**src/hdl/astki_pkg.sv**
```systemverilog
// ----------------------------------------------------------------------------
// Address-sorted key index table: shared package
// Table geometry, beat layouts, op and status codes, and helpers.
// ----------------------------------------------------------------------------
`timescale 1ns / 1ps
`default_nettype none

package astki_pkg;

    // Table geometry
    localparam int TABLE_DEPTH = 512;
    localparam int IDX_W       = $clog2(TABLE_DEPTH);
    localparam int CNT_W       = $clog2(TABLE_DEPTH + 1);

    // Field widths
    localparam int KEY_W  = 32;
    localparam int ADDR_W = 64;
    localparam int POS_W  = 9;
    localparam int STAT_W = 2;

    // Op codes
    localparam logic OP_INSERT = 1'b0;
    localparam logic OP_LOOKUP = 1'b1;

    // Status codes
    localparam logic [STAT_W-1:0] ST_INSERTED = 2'd0;
    localparam logic [STAT_W-1:0] ST_FULL     = 2'd1;
    localparam logic [STAT_W-1:0] ST_HIT      = 2'd2;
    localparam logic [STAT_W-1:0] ST_MISS     = 2'd3;

    // Input beat
    typedef struct packed {
        logic              op;
        logic [KEY_W-1:0]  key_hash;
        logic [ADDR_W-1:0] entry_address;
    } t_in_beat;

    // Result beat
    typedef struct packed {
        logic [STAT_W-1:0] status;
        logic [POS_W-1:0]  position;
    } t_out_beat;

    // Table memory request from the sequencer
    typedef struct packed {
        logic              wr_en;
        logic [IDX_W-1:0]  wr_idx;
        logic [KEY_W-1:0]  wr_key;
        logic [ADDR_W-1:0] wr_address;
        logic [IDX_W-1:0]  rd_idx;
    } t_mem_req;

    // Fit a table index to the position field: keep the low bits
    function automatic logic [POS_W-1:0] to_pos(input logic [IDX_W-1:0] idx);
        logic [POS_W+IDX_W-1:0] wide;
        wide = {{POS_W{1'b0}}, idx};
        return wide[POS_W-1:0];
    endfunction

endpackage

`default_nettype wire

```
**src/hdl/astki_engine.sv**
```systemverilog
// ----------------------------------------------------------------------------
// Address-sorted key index table: sequencer
// Walks the table one entry per cycle to shift-insert a pair in address
// order or to scan for the first matching key.
// ----------------------------------------------------------------------------
`timescale 1ns / 1ps
`default_nettype none

module astki_engine (
    input  wire logic                              i_clk,
    input  wire logic                              i_rst_n,
    input  wire logic                              i_in_valid,
    input  wire astki_pkg::t_in_beat               i_in_data,
    output logic                                   o_busy,
    input  wire logic                              i_out_free,
    output logic                                   o_res_valid,
    output astki_pkg::t_out_beat                   o_res,
    output astki_pkg::t_mem_req                    o_mem,
    input  wire logic [astki_pkg::KEY_W-1:0]       i_rd_key,
    input  wire logic [astki_pkg::ADDR_W-1:0]      i_rd_address
);

    typedef enum logic [2:0] {
        S_IDLE,
        S_INS_CMP,
        S_INS_PUT,
        S_LK_CMP,
        S_OUT
    } t_state;

    t_state                           r_state;
    logic [astki_pkg::IDX_W-1:0]      r_slot;
    logic [astki_pkg::CNT_W-1:0]      r_count;
    logic [astki_pkg::KEY_W-1:0]      r_key;
    logic [astki_pkg::ADDR_W-1:0]     r_addr;
    astki_pkg::t_out_beat             r_res;

    logic                             shift;
    logic                             key_match;
    logic                             scan_last;

    // Shared compare unit
    assign shift     = (i_rd_address > r_addr);
    assign key_match = (i_rd_key == r_key);
    assign scan_last = ((astki_pkg::CNT_W'(r_slot) + astki_pkg::CNT_W'(1)) == r_count);

    // Drive memory read and write addresses
    always_comb begin
        o_mem            = '0;
        o_mem.wr_idx     = r_slot;
        o_mem.wr_key     = r_key;
        o_mem.wr_address = r_addr;
        case (r_state)
            S_IDLE: begin
                if (i_in_data.op == astki_pkg::OP_INSERT) begin
                    o_mem.rd_idx = astki_pkg::IDX_W'(r_count - astki_pkg::CNT_W'(1));
                end else begin
                    o_mem.rd_idx = '0;
                end
            end
            S_INS_CMP: begin
                o_mem.rd_idx     = r_slot - astki_pkg::IDX_W'(2);
                o_mem.wr_en      = shift;
                o_mem.wr_key     = i_rd_key;
                o_mem.wr_address = i_rd_address;
            end
            S_INS_PUT: begin
                o_mem.wr_en = 1'b1;
            end
            S_LK_CMP: begin
                o_mem.rd_idx = r_slot + astki_pkg::IDX_W'(1);
            end
            default: begin
                o_mem.rd_idx = '0;
            end
        endcase
    end

    // Sequencer state and registered result
    always_ff @(posedge i_clk) begin
        if (!i_rst_n) begin
            r_state <= S_IDLE;
            r_count <= '0;
        end else begin
            case (r_state)
                S_IDLE: begin
                    if (i_in_valid) begin
                        r_key  <= i_in_data.key_hash;
                        r_addr <= i_in_data.entry_address;
                        if (i_in_data.op == astki_pkg::OP_INSERT) begin
                            r_slot <= r_count[astki_pkg::IDX_W-1:0];
                            if (r_count == astki_pkg::CNT_W'(astki_pkg::TABLE_DEPTH)) begin
                                r_res.status   <= astki_pkg::ST_FULL;
                                r_res.position <= '0;
                                r_state        <= S_OUT;
                            end else if (r_count == '0) begin
                                r_state <= S_INS_PUT;
                            end else begin
                                r_state <= S_INS_CMP;
                            end
                        end else begin
                            r_slot <= '0;
                            if (r_count == '0) begin
                                r_res.status   <= astki_pkg::ST_MISS;
                                r_res.position <= '0;
                                r_state        <= S_OUT;
                            end else begin
                                r_state <= S_LK_CMP;
                            end
                        end
                    end
                end
                S_INS_CMP: begin
                    // Move the greater entry up, or stop and drop the pair in
                    if (shift) begin
                        r_slot <= r_slot - astki_pkg::IDX_W'(1);
                        if (r_slot == astki_pkg::IDX_W'(1)) begin
                            r_state <= S_INS_PUT;
                        end
                    end else begin
                        r_state <= S_INS_PUT;
                    end
                end
                S_INS_PUT: begin
                    r_count        <= r_count + astki_pkg::CNT_W'(1);
                    r_res.status   <= astki_pkg::ST_INSERTED;
                    r_res.position <= astki_pkg::to_pos(r_slot);
                    r_state        <= S_OUT;
                end
                S_LK_CMP: begin
                    // Advance until the first key match or the last entry
                    if (key_match) begin
                        r_res.status   <= astki_pkg::ST_HIT;
                        r_res.position <= astki_pkg::to_pos(r_slot);
                        r_state        <= S_OUT;
                    end else if (scan_last) begin
                        r_res.status   <= astki_pkg::ST_MISS;
                        r_res.position <= '0;
                        r_state        <= S_OUT;
                    end else begin
                        r_slot <= r_slot + astki_pkg::IDX_W'(1);
                    end
                end
                S_OUT: begin
                    if (i_out_free) begin
                        r_state <= S_IDLE;
                    end
                end
                default: begin
                    r_state <= S_IDLE;
                end
            endcase
        end
    end

    assign o_busy      = (r_state != S_IDLE);
    assign o_res_valid = (r_state == S_OUT) && i_out_free;
    assign o_res       = r_res;

endmodule

`default_nettype wire

```
**config.mk**
```make
export PLATFORM = sky130hd
export DESIGN_NAME = astki_engine
export DESIGN_NICKNAME = d
export VERILOG_FILES = /design/src/hdl/astki_pkg.sv /design/src/hdl/astki_engine.sv
export SDC_FILE = /design/constraint.sdc
export NUM_CORES = 1
export LEC_CHECK = 0
export ABC_AREA = 1
export BUFFER_PORTS_ARGS = -buffer_cell sky130_fd_sc_hd__buf_2
export CAP_MARGIN = 20
export CORE_MARGIN = 8
export CORE_UTILIZATION = 54
export CTS_CLUSTER_DIAMETER = 60
export CTS_CLUSTER_SIZE = 14
export DETAILED_ROUTE_END_ITERATION = 16
export GPL_ROUTABILITY_DRIVEN = 0
export PLACE_DENSITY = 0.87
export SYNTH_ARGS = -nofsm -noshare
export SYNTH_HDL_FRONTEND = slang
export SYNTH_SLANG_ARGS = --single-unit
```
**constraint.sdc**
```tcl
create_clock -name i_clk -period 11 [get_ports i_clk]
set_input_delay 0 -clock i_clk [delete_from_list [all_inputs] [get_ports i_clk]]
set_output_delay 0 -clock i_clk [all_outputs]
set_load 0.02 [all_outputs]
```
Word level (Yosys, flattened, before mapping):

Cells that the tools add are included.

* add/sub/neg operators: 6
* order comparisons: 1
* equality and inequality tests: 17
* multiplexer cells: 28
* reduce and logical (&&, ||, !) cells: 10

Operators with widths (number)
* 96-bit two-way mux: 1
* 11-bit two-way mux: 6
* 64-bit > comparator: 1
* 9-bit two-way mux: 6
* 9-bit case mux with 3 select lines: 2
* 11-bit case mux with 3 select lines: 1
* 32-bit equality test: 1
* 3-bit two-way mux: 9
* 9-bit by 1-bit subtractor with 9-bit output, second input constant: 2
* 3-bit case mux with 5 select lines: 1
* 3-bit != test, second input constant: 4
* 6-bit AND reduction: 2
* 10-bit by 1-bit adder with 10-bit output, second input constant: 1
* 9-bit by 1-bit adder with 10-bit output, second input constant: 1
* 10-bit equality test: 1
* 10-bit equality test, second input constant: 1
* 10-bit zero test: 1
* 2-bit != test, second input constant: 5
* 9-bit by 1-bit adder with 9-bit output, second input constant: 1
* 9-bit by 1-bit equality test with 1-bit output, second input constant: 1
* 3-bit nonzero test: 3
* 9-bit by 2-bit subtractor with 9-bit output, second input constant: 1
* 3-bit by 2-bit equality test with 1-bit output, second input constant: 2
* 4-bit AND reduction: 1
* 7 further kinds: 7

* flip-flop bits (word level): 129
* input port bits: 197
* output and inout bits: 128
* logic and storage cells: 69

Depth between registers and ports, before layout:

Gate-level depths: netlist (run 1).

* depth after elaboration: 6
* gate-level depth with buffers: 19
* mapped depth without buffers: 19

Worst setup path after synthesis (run 1):

Ideal clock, no wire load.

* path kind: flip-flop to flip-flop
* start: register r_state[2]
* end: register r_addr[0] (netlist name), enable pin
* setup time: 0.552 ns
* arrival: 4.813 ns
* data required time: 10.448 ns
* slack: 5.636 ns
* cell stages (with the launch flop): 6
* path buffers: 0
* period minus slack after synthesis: 5.364 ns
* cell sequence: dfxtp_1 > nor2_1 > inv_1 > nor2_1 > inv_1 > nor2_1

* longest elaborated chain between the ends: 2

RTL lines
* start, declared: line astki_engine.sv:31 `t_state r_state;`
* start signal, assigned: line astki_engine.sv:82 `r_state <= S_IDLE;`
* start signal, assigned: line astki_engine.sv:95 `r_state <= S_OUT;`
* start signal, assigned: line astki_engine.sv:97 `r_state <= S_INS_PUT;`
* 3-bit zero test: line astki_engine.sv:85 `case (r_state)`
* 3-bit AND reduction (no line)
* end signal, assigned: line astki_engine.sv:89 `r_addr <= i_in_data.entry_address;`
* end, declared: line astki_engine.sv:35 `logic [astki_pkg::ADDR_W-1:0] r_addr;`

No other way between the ends.
A chain may end at the register's enable or synchronous reset.

==> out/metrics.cfg, run 1 <==
[outcome]
status = finished, final reports clean

[sta]
finalHoldViolations = 0
maxSlewViolCount = 0
tns_ns = 0
setup_slack_ns = 7.89
rsz0062_at_grt = false
finClkSkew_ns = 0.0129
worstMarginPinSlew_ns = 0.932
min_period_ns = 3.11
setup-violations-final = 0
fmax_mhz = 322
min_period_over_period = 0.282
worst_slew_margin_rel = 0.379

[cts]
cts_tree = built
cts-hold-fix-buffers = 97
htree_num_levels = 4
postCtsSetupBuffers = 0
clk_path_buf_depth = 2
clk_latency_ns = 0.43
clock_sinks = 129
cts_resized = 0
cts_buffers = 17
cts_root_buffer = clkbuf_16
path_clk_slew_ns = 0.05

[logic_synthesis]
yosys-top-cells-area = edfxtp_1 (41%), nand2_1 (12%), ha_1 (11%), inv_1 (6.1%), o21ai_0 (5.9%)
synth-main-ff-cell = edfxtp_1
synth_cells = 1032
synth-async-reset-ratio = 0
synth_area_mm2 = 0.00845
yosysWarningCount = 0
synth.most_common_cell = nand2_1
synth_top_area_cell = edfxtp_1
yosysUniqueCellTypes = 37
avgSynthCellArea_um2 = 8.19
syn-num-nets = 1302
ys_top_cells_by_count = nand2_1 (275), inv_1 (137), edfxtp_1 (116)
ys_seq_area_frac = 0.443
synth_edf_count = 116
synth_top_area_share = 0.412
yosys_register_bits = 129

[global_routing]
grt_max_degree = 97
antenna_found_initial = 2
grt_pass1_wl_mm = 50.8
overflow = 0
track_usage = 0.328
grt_pass1_vias = 9557

[final_layout]
final_cells = 1676
final_layout_size_suffix_gt1_frac = 0.261
multi_input_area_mm2 = 0.00405
regArea_mm2 = 0.00374
area_delta_synth_final_pct = 40.6
n_fill_cell = 965
nets = 1720

[worst_setup_path]
cp_common_cell = buf_4
reg2reg_to = r_slot[2]
worstPathArrival_ns = 3.11
r2r-start = r_state[0]
crit_cells = 7
cp-start-kind = flop
slowest_delay_ns = 0.83
crit_path_cell_trace = inv_1 > nor2_4 > buf_4 > buf_4 > nand2_1 > o21ai_0 > buf_2
slowest_stage = buf_4
r2r_setup_slack_ns = 8.24
path_class = flop to output pin
cp_max_fo = 96
path_buf_inv = 4
crit_family = buffers and inverters
crit_path_end_kind = output pin
ff2ff_path_depth = 6
cp.required_ns = 11.00

[routing]
drt-total-wl_mm = 33.0
ant_nets = 0
drtIter0Drc = 1011
drt-vias-per-instance = 5.62
first_pass_iters = 6
wl_per_cell_um = 19.7
num_vias = 9412
drc_errors = 0

[floorplan]
io_pins = 325
row_count = 45
core_region_area_mm2 = 0.0153
die_area_mm2 = 0.0199
initial_core_util = 0.554
fp.dieW_um = 141
die_h_um = 141

[power]
peakVddDrop_uv = 131
cellPowerDensity_mw_per_mm2 = 205
leakage_uw = 0.00565
p_total_uw = 2430

[min_path]
hp-class = input pin to flop
hp-start = i_in_valid
hold_end = r_state[0]
hold_depth = 5

[placement]
dp_hpwl_mm = 21.6
dp_slack_ns = 8.02
place_inst = 1544
io_buffers = 324

[run]
drv_cap = 0

[report_power, final]
part	switching (uW)	leakage [uW]	total [uW]	internal, uW
clock network	230	0.000289	608	378
registers	50.3	0.00118	683	632
logic	790	0.00418	1140	353
[sequential cells by signal, indices dropped and copies added, names as in the netlist]
| register | flops |
|---|---|
| r_key | 32 |
| r_addr | 64 |
| o_res | 11 |
| r_slot | 9 |
| r_state | 3 |
| r_count | 10 |
[stage by stage]
stage	hold WS, ns	instance area [um2]	util
floorplan	0.0989	8450	-
global placement	0.176	10300	0.673
detailed placement	0.178	10300	0.673
CTS	0.0265	11900	0.777
global route	0.0535	11900	0.779
finish	0.0521	11900	0.779
[tightest hold or removal path: stages]
cell	delay, ns
buf_2	0.10
o22ai_1	0.13
nor2_1	0.11
nand2_1	0.06
inv_1	0.04
[cells in the final DEF (no fill, tap or decap), types with 10 or more instances in the layout]
master,n
nand3_1,44
inv_1,137
xor2_1,10
nor2_1,74
nand2_1,275
o21ai_0,100
edfxtp_1,116
a21oi_1,52
clkbuf_16,17
dlygate4sd3_1,97
dfxtp_1,13
nand4_1,19
ha_1,73
xnor2_1,23
buf_2,324
o211ai_1,10
[cell families (layout without fill, tap and decap cells)]
| family | after synthesis | after routing | share of synthesized area |
|---|---|---|---|
| simple gates | 438 | 438 | 0.214 |
| compound gates | 185 | 185 | 0.121 |
| xor+xnor | 33 | 33 | 0.0342 |
| flops | 129 | 129 | 0.443 |
| fa+ha+maj | 73 | 73 | 0.108 |
| other cells | 0 | 2 | 0 |
| buf+inv | 174 | 605 | 0.0789 |
[metal layers]
metal | up-vias | GRT usage | wire length [um]
met2 | 726 | 0.558 | 16000
met4 | 0 | 0.194 | 2080
met1 | 4231 | 0.355 | 11300
met3 | 164 | 0.102 | 3630
li1 | 4291 | - | -
met5 | - | 0 | 0
[how the worst max path moves through the flow]
stage,end,startpoint,slack [ns]
2_1_floorplan,r_addr[0],r_state[2],5.64
3_3_place_gp,r_key[23],r_state[2],8.12
3_5_place_dp,r_key[0],r_state[2],8.02
4_1_cts,o_mem[5],r_state[0],7.99
5_1_grt,o_mem[5],r_state[2],7.70
6_report,o_mem[21],r_state[0],7.89
[area by class of cell]
class / count / area share
clock buffers: 18 / 0.0361
well taps: 211 / 0.0222
diodes: 2 / 0.000421
inverters: 146 / 0.0461
multi-input cells: 729 / 0.341
clock inverters: 14 / 0.0159
flip-flops and latches: 129 / 0.315
repair buffers: 427 / 0.223
(Power assumes the default switching activity.)
==> run 2, diff against run 1 <==
CORE_UTILIZATION = 45   (was 54)
PLACE_DENSITY = 0.77   (was 0.87)
clock period = 2.71 ns   (was 11 ns; I/O delays follow)
==> out/metrics.cfg, run 2 (same netlist as run 1, synthesis figures left out) <==
[cts]
clk_latency_ns = 0.43  ; about the same
cts_buffers = 17  ; unchanged
cts_root_buffer = clkbuf_16  ; unchanged
htree_num_levels = 4  ; unchanged
clk_path_buf_depth = 2  ; unchanged
clock_sinks = 129  ; unchanged
path_clk_slew_ns = 0.06  ; was 0.05 ns
cts_tree = built  ; unchanged

[routing]
wl_per_cell_um = 16.7  ; was 19.7 um
drt-total-wl_mm = 28.5  ; was 33.0 mm
drt-vias-per-instance = 5.12  ; was 5.62
ant_nets = 0  ; unchanged
num_vias = 8738  ; was 9412
first_pass_iters = 7  ; was 6
drc_errors = 0  ; unchanged
drtIter0Drc = 560  ; was 1011

[final_layout]
n_fill_cell = 1439  ; was 965
regArea_mm2 = 0.00374  ; unchanged
layout_commonest_cell = buf_2  ; unchanged
multi_input_area_mm2 = 0.00408  ; was 0.00405 mm2
layout_common_cells = buf_2 (324), nand2_1 (275), inv_1 (137), edfxtp_1 (116), o21ai_0 (99)  ; was buf_2 (324), nand2_1 (275), inv_1 (137), edfxtp_1 (116), o21ai_0 (100)
nets = 1730  ; was 1720
area_delta_synth_final_pct = 42.0  ; was 40.6%
largest_register_ffs = 64  ; unchanged
final_layout_size_suffix_gt1_frac = 0.270  ; was 0.261
regMostFlops = r_addr  ; unchanged

[power]
p_total_uw = 9670  ; was 2430 uW
peakVddDrop_uv = 446  ; was 131 uV
leakage_uw = 0.00569  ; was 0.00565 uW
cellPowerDensity_mw_per_mm2 = 806  ; was 205 mW/mm2

[global_routing]
busiest_layer = met2  ; unchanged
overflow = 0  ; unchanged
antenna_found_initial = 2  ; unchanged
grt_pass1_wl_mm = 44.9  ; was 50.8 mm
grt_pass1_vias = 8897  ; was 9557
grt_util_met2 = 0.408  ; was 0.558
grt_max_degree = 83  ; was 97
grt_use_met1 = 0.264  ; was 0.355
grt_use_met3 = 0.0823  ; was 0.102
track_usage = 0.239  ; was 0.328

[worst_setup_path]
slowest_delay_ns = 0.32  ; was 0.83 ns
crit_path_cell_trace = inv_1 > ha_1 > nand4_1 > nor3_1 > nand2_1 > nand2_1 > nand2_1 > nand2_1 > nand2_1 > nand2_1 > nand2_1 > o21ai_1 > buf_2  ; was inv_1 > nor2_4 > buf_4 > buf_4 > nand2_1 > o21ai_0 > buf_2
cp.required_ns = 2.71  ; was 11.00 ns
reg2reg_to = o_res[1]  ; was r_slot[2]
crit_path_end_kind = output pin  ; unchanged
critical_path.startpoint = r_addr[11]  ; was r_state[0]
r2r_setup_slack_ns = 0.23  ; was 8.24 ns
r2r-start = r_slot[1]  ; was r_state[0]
path_class = flop to output pin  ; unchanged
worstPathArrival_ns = 2.50  ; was 3.11 ns
cp_max_fo = 3  ; was 96
cp_common_cell = nand2_1  ; was buf_4
cp-start-kind = flop  ; unchanged
slowest_stage = edfxtp_1  ; was buf_4
endpoint = o_mem[114]  ; was o_mem[21]
ff2ff_path_depth = 11  ; was 6

[floorplan]
core_region_area_mm2 = 0.0186  ; was 0.0153 mm2
initial_core_util = 0.455  ; was 0.554
io_pins = 325  ; unchanged
row_count = 50  ; was 45
fp.dieW_um = 153  ; was 141 um
die_h_um = 153  ; was 141 um
die_area_mm2 = 0.0234  ; was 0.0199 mm2

[sta]
min_period_over_period = 0.923
fmax_mhz = 400
finClkSkew_ns = 0.0181  ; was 0.0129 ns
worst_slew_margin_rel = 0.467  ; was 0.379
min_period_ns = 2.50
maxSlewViolCount = 0  ; unchanged
setup-violations-final = 0  ; unchanged
finalHoldViolations = 0  ; unchanged
worstMarginPinSlew_ns = 0.795  ; was 0.932 ns
rsz0062_at_grt = false  ; unchanged
tns_ns = 0  ; unchanged

[placement]
dp_hpwl_mm = 21.1  ; was 21.6 mm
io_buffers = 324  ; unchanged

[run]
drv_cap = 0  ; unchanged

[outcome]
status = finished, final reports clean  ; unchanged

[min_path]
hp-class = input pin to flop  ; unchanged

run 2: changes by cell type in the layout (fill, tap and decap cells not counted), moves of 2 or more:
cell        before  now
a211oi_1         2    0
buf_4            5   14
clkinvlp_4       3    5
nor2_1          74   72
nor2_2           5    7
run 2: timing repair:
item / in CTS / in global routing
hold buffers: 97 / 0
cloned: 0 / 0
endpoints found under the setup margin: 3 / 21
hold endpoints to repair: 105 / 0
resized for setup: 1 / 3
pin swaps: 0 / 1
setup buffers: 0 / 3
run 2: worst max-delay path, delay by kind of cell, from the launching register on:
| family | cells | cell delay (ns) |
|---|---|---|
| AO/OA/AOI/OAI | 1 | 0.23 |
| flip-flops | 1 | 0.32 |
| AND/OR/NAND/NOR | 9 | 0.95 |
| buffers and inverters | 2 | 0.27 |
| adder cells (fa/ha/maj) | 1 | 0.31 |
run 2: per-layer routing:
metal,vias up,share of wire
met5,-,0
met4,0,0.037
met3,79,0.098
met2,429,0.48
met1,3921,0.38
li1,4309,-
run 2: cell type report:
type / count / area share
multi-input cells: 729 / 0.340
flip-flops and latches: 129 / 0.312
repair buffers: 437 / 0.228
inverters: 146 / 0.0457
clock buffers: 17 / 0.0355
well taps: 234 / 0.0244
clock inverters: 14 / 0.0139
diodes: 2 / 0.000417
run 2: worst min-delay path by stage:
stage,from,end,cells past startpoint
after floorplan,i_in_data[0],r_addr[0],0
after global placement,i_in_data[38],r_addr[38],1
after detailed placement,i_in_data[67],r_key[3],1
after CTS,i_in_valid,r_state[0],5
after global routing,i_in_valid,r_state[0],5
final,i_in_valid,r_state[0],5
run 2: stage by stage:
step	hold WS, ns	util	cell area [um2]	setup WS [ns]	std cells
after global routing	0.0606	0.646	12000	0.0235	1708
after floorplan	0.0989	-	8470	0.0347	1032
after detailed placement	0.178	0.559	10400	0.00701	1575
final	0.0359	0.646	12000	0.210	1708
after CTS	0.0239	0.643	11900	0.00198	1703
after global placement	0.177	0.559	10400	0.102	1575
run 2: report_power, final:
part           internal, uW  leakage (uW)  switching (uW)  total, uW
combinational          1490       0.00424            3100       4590
clock                  1440      0.000272             916       2350
sequential             2560       0.00118             167       2730
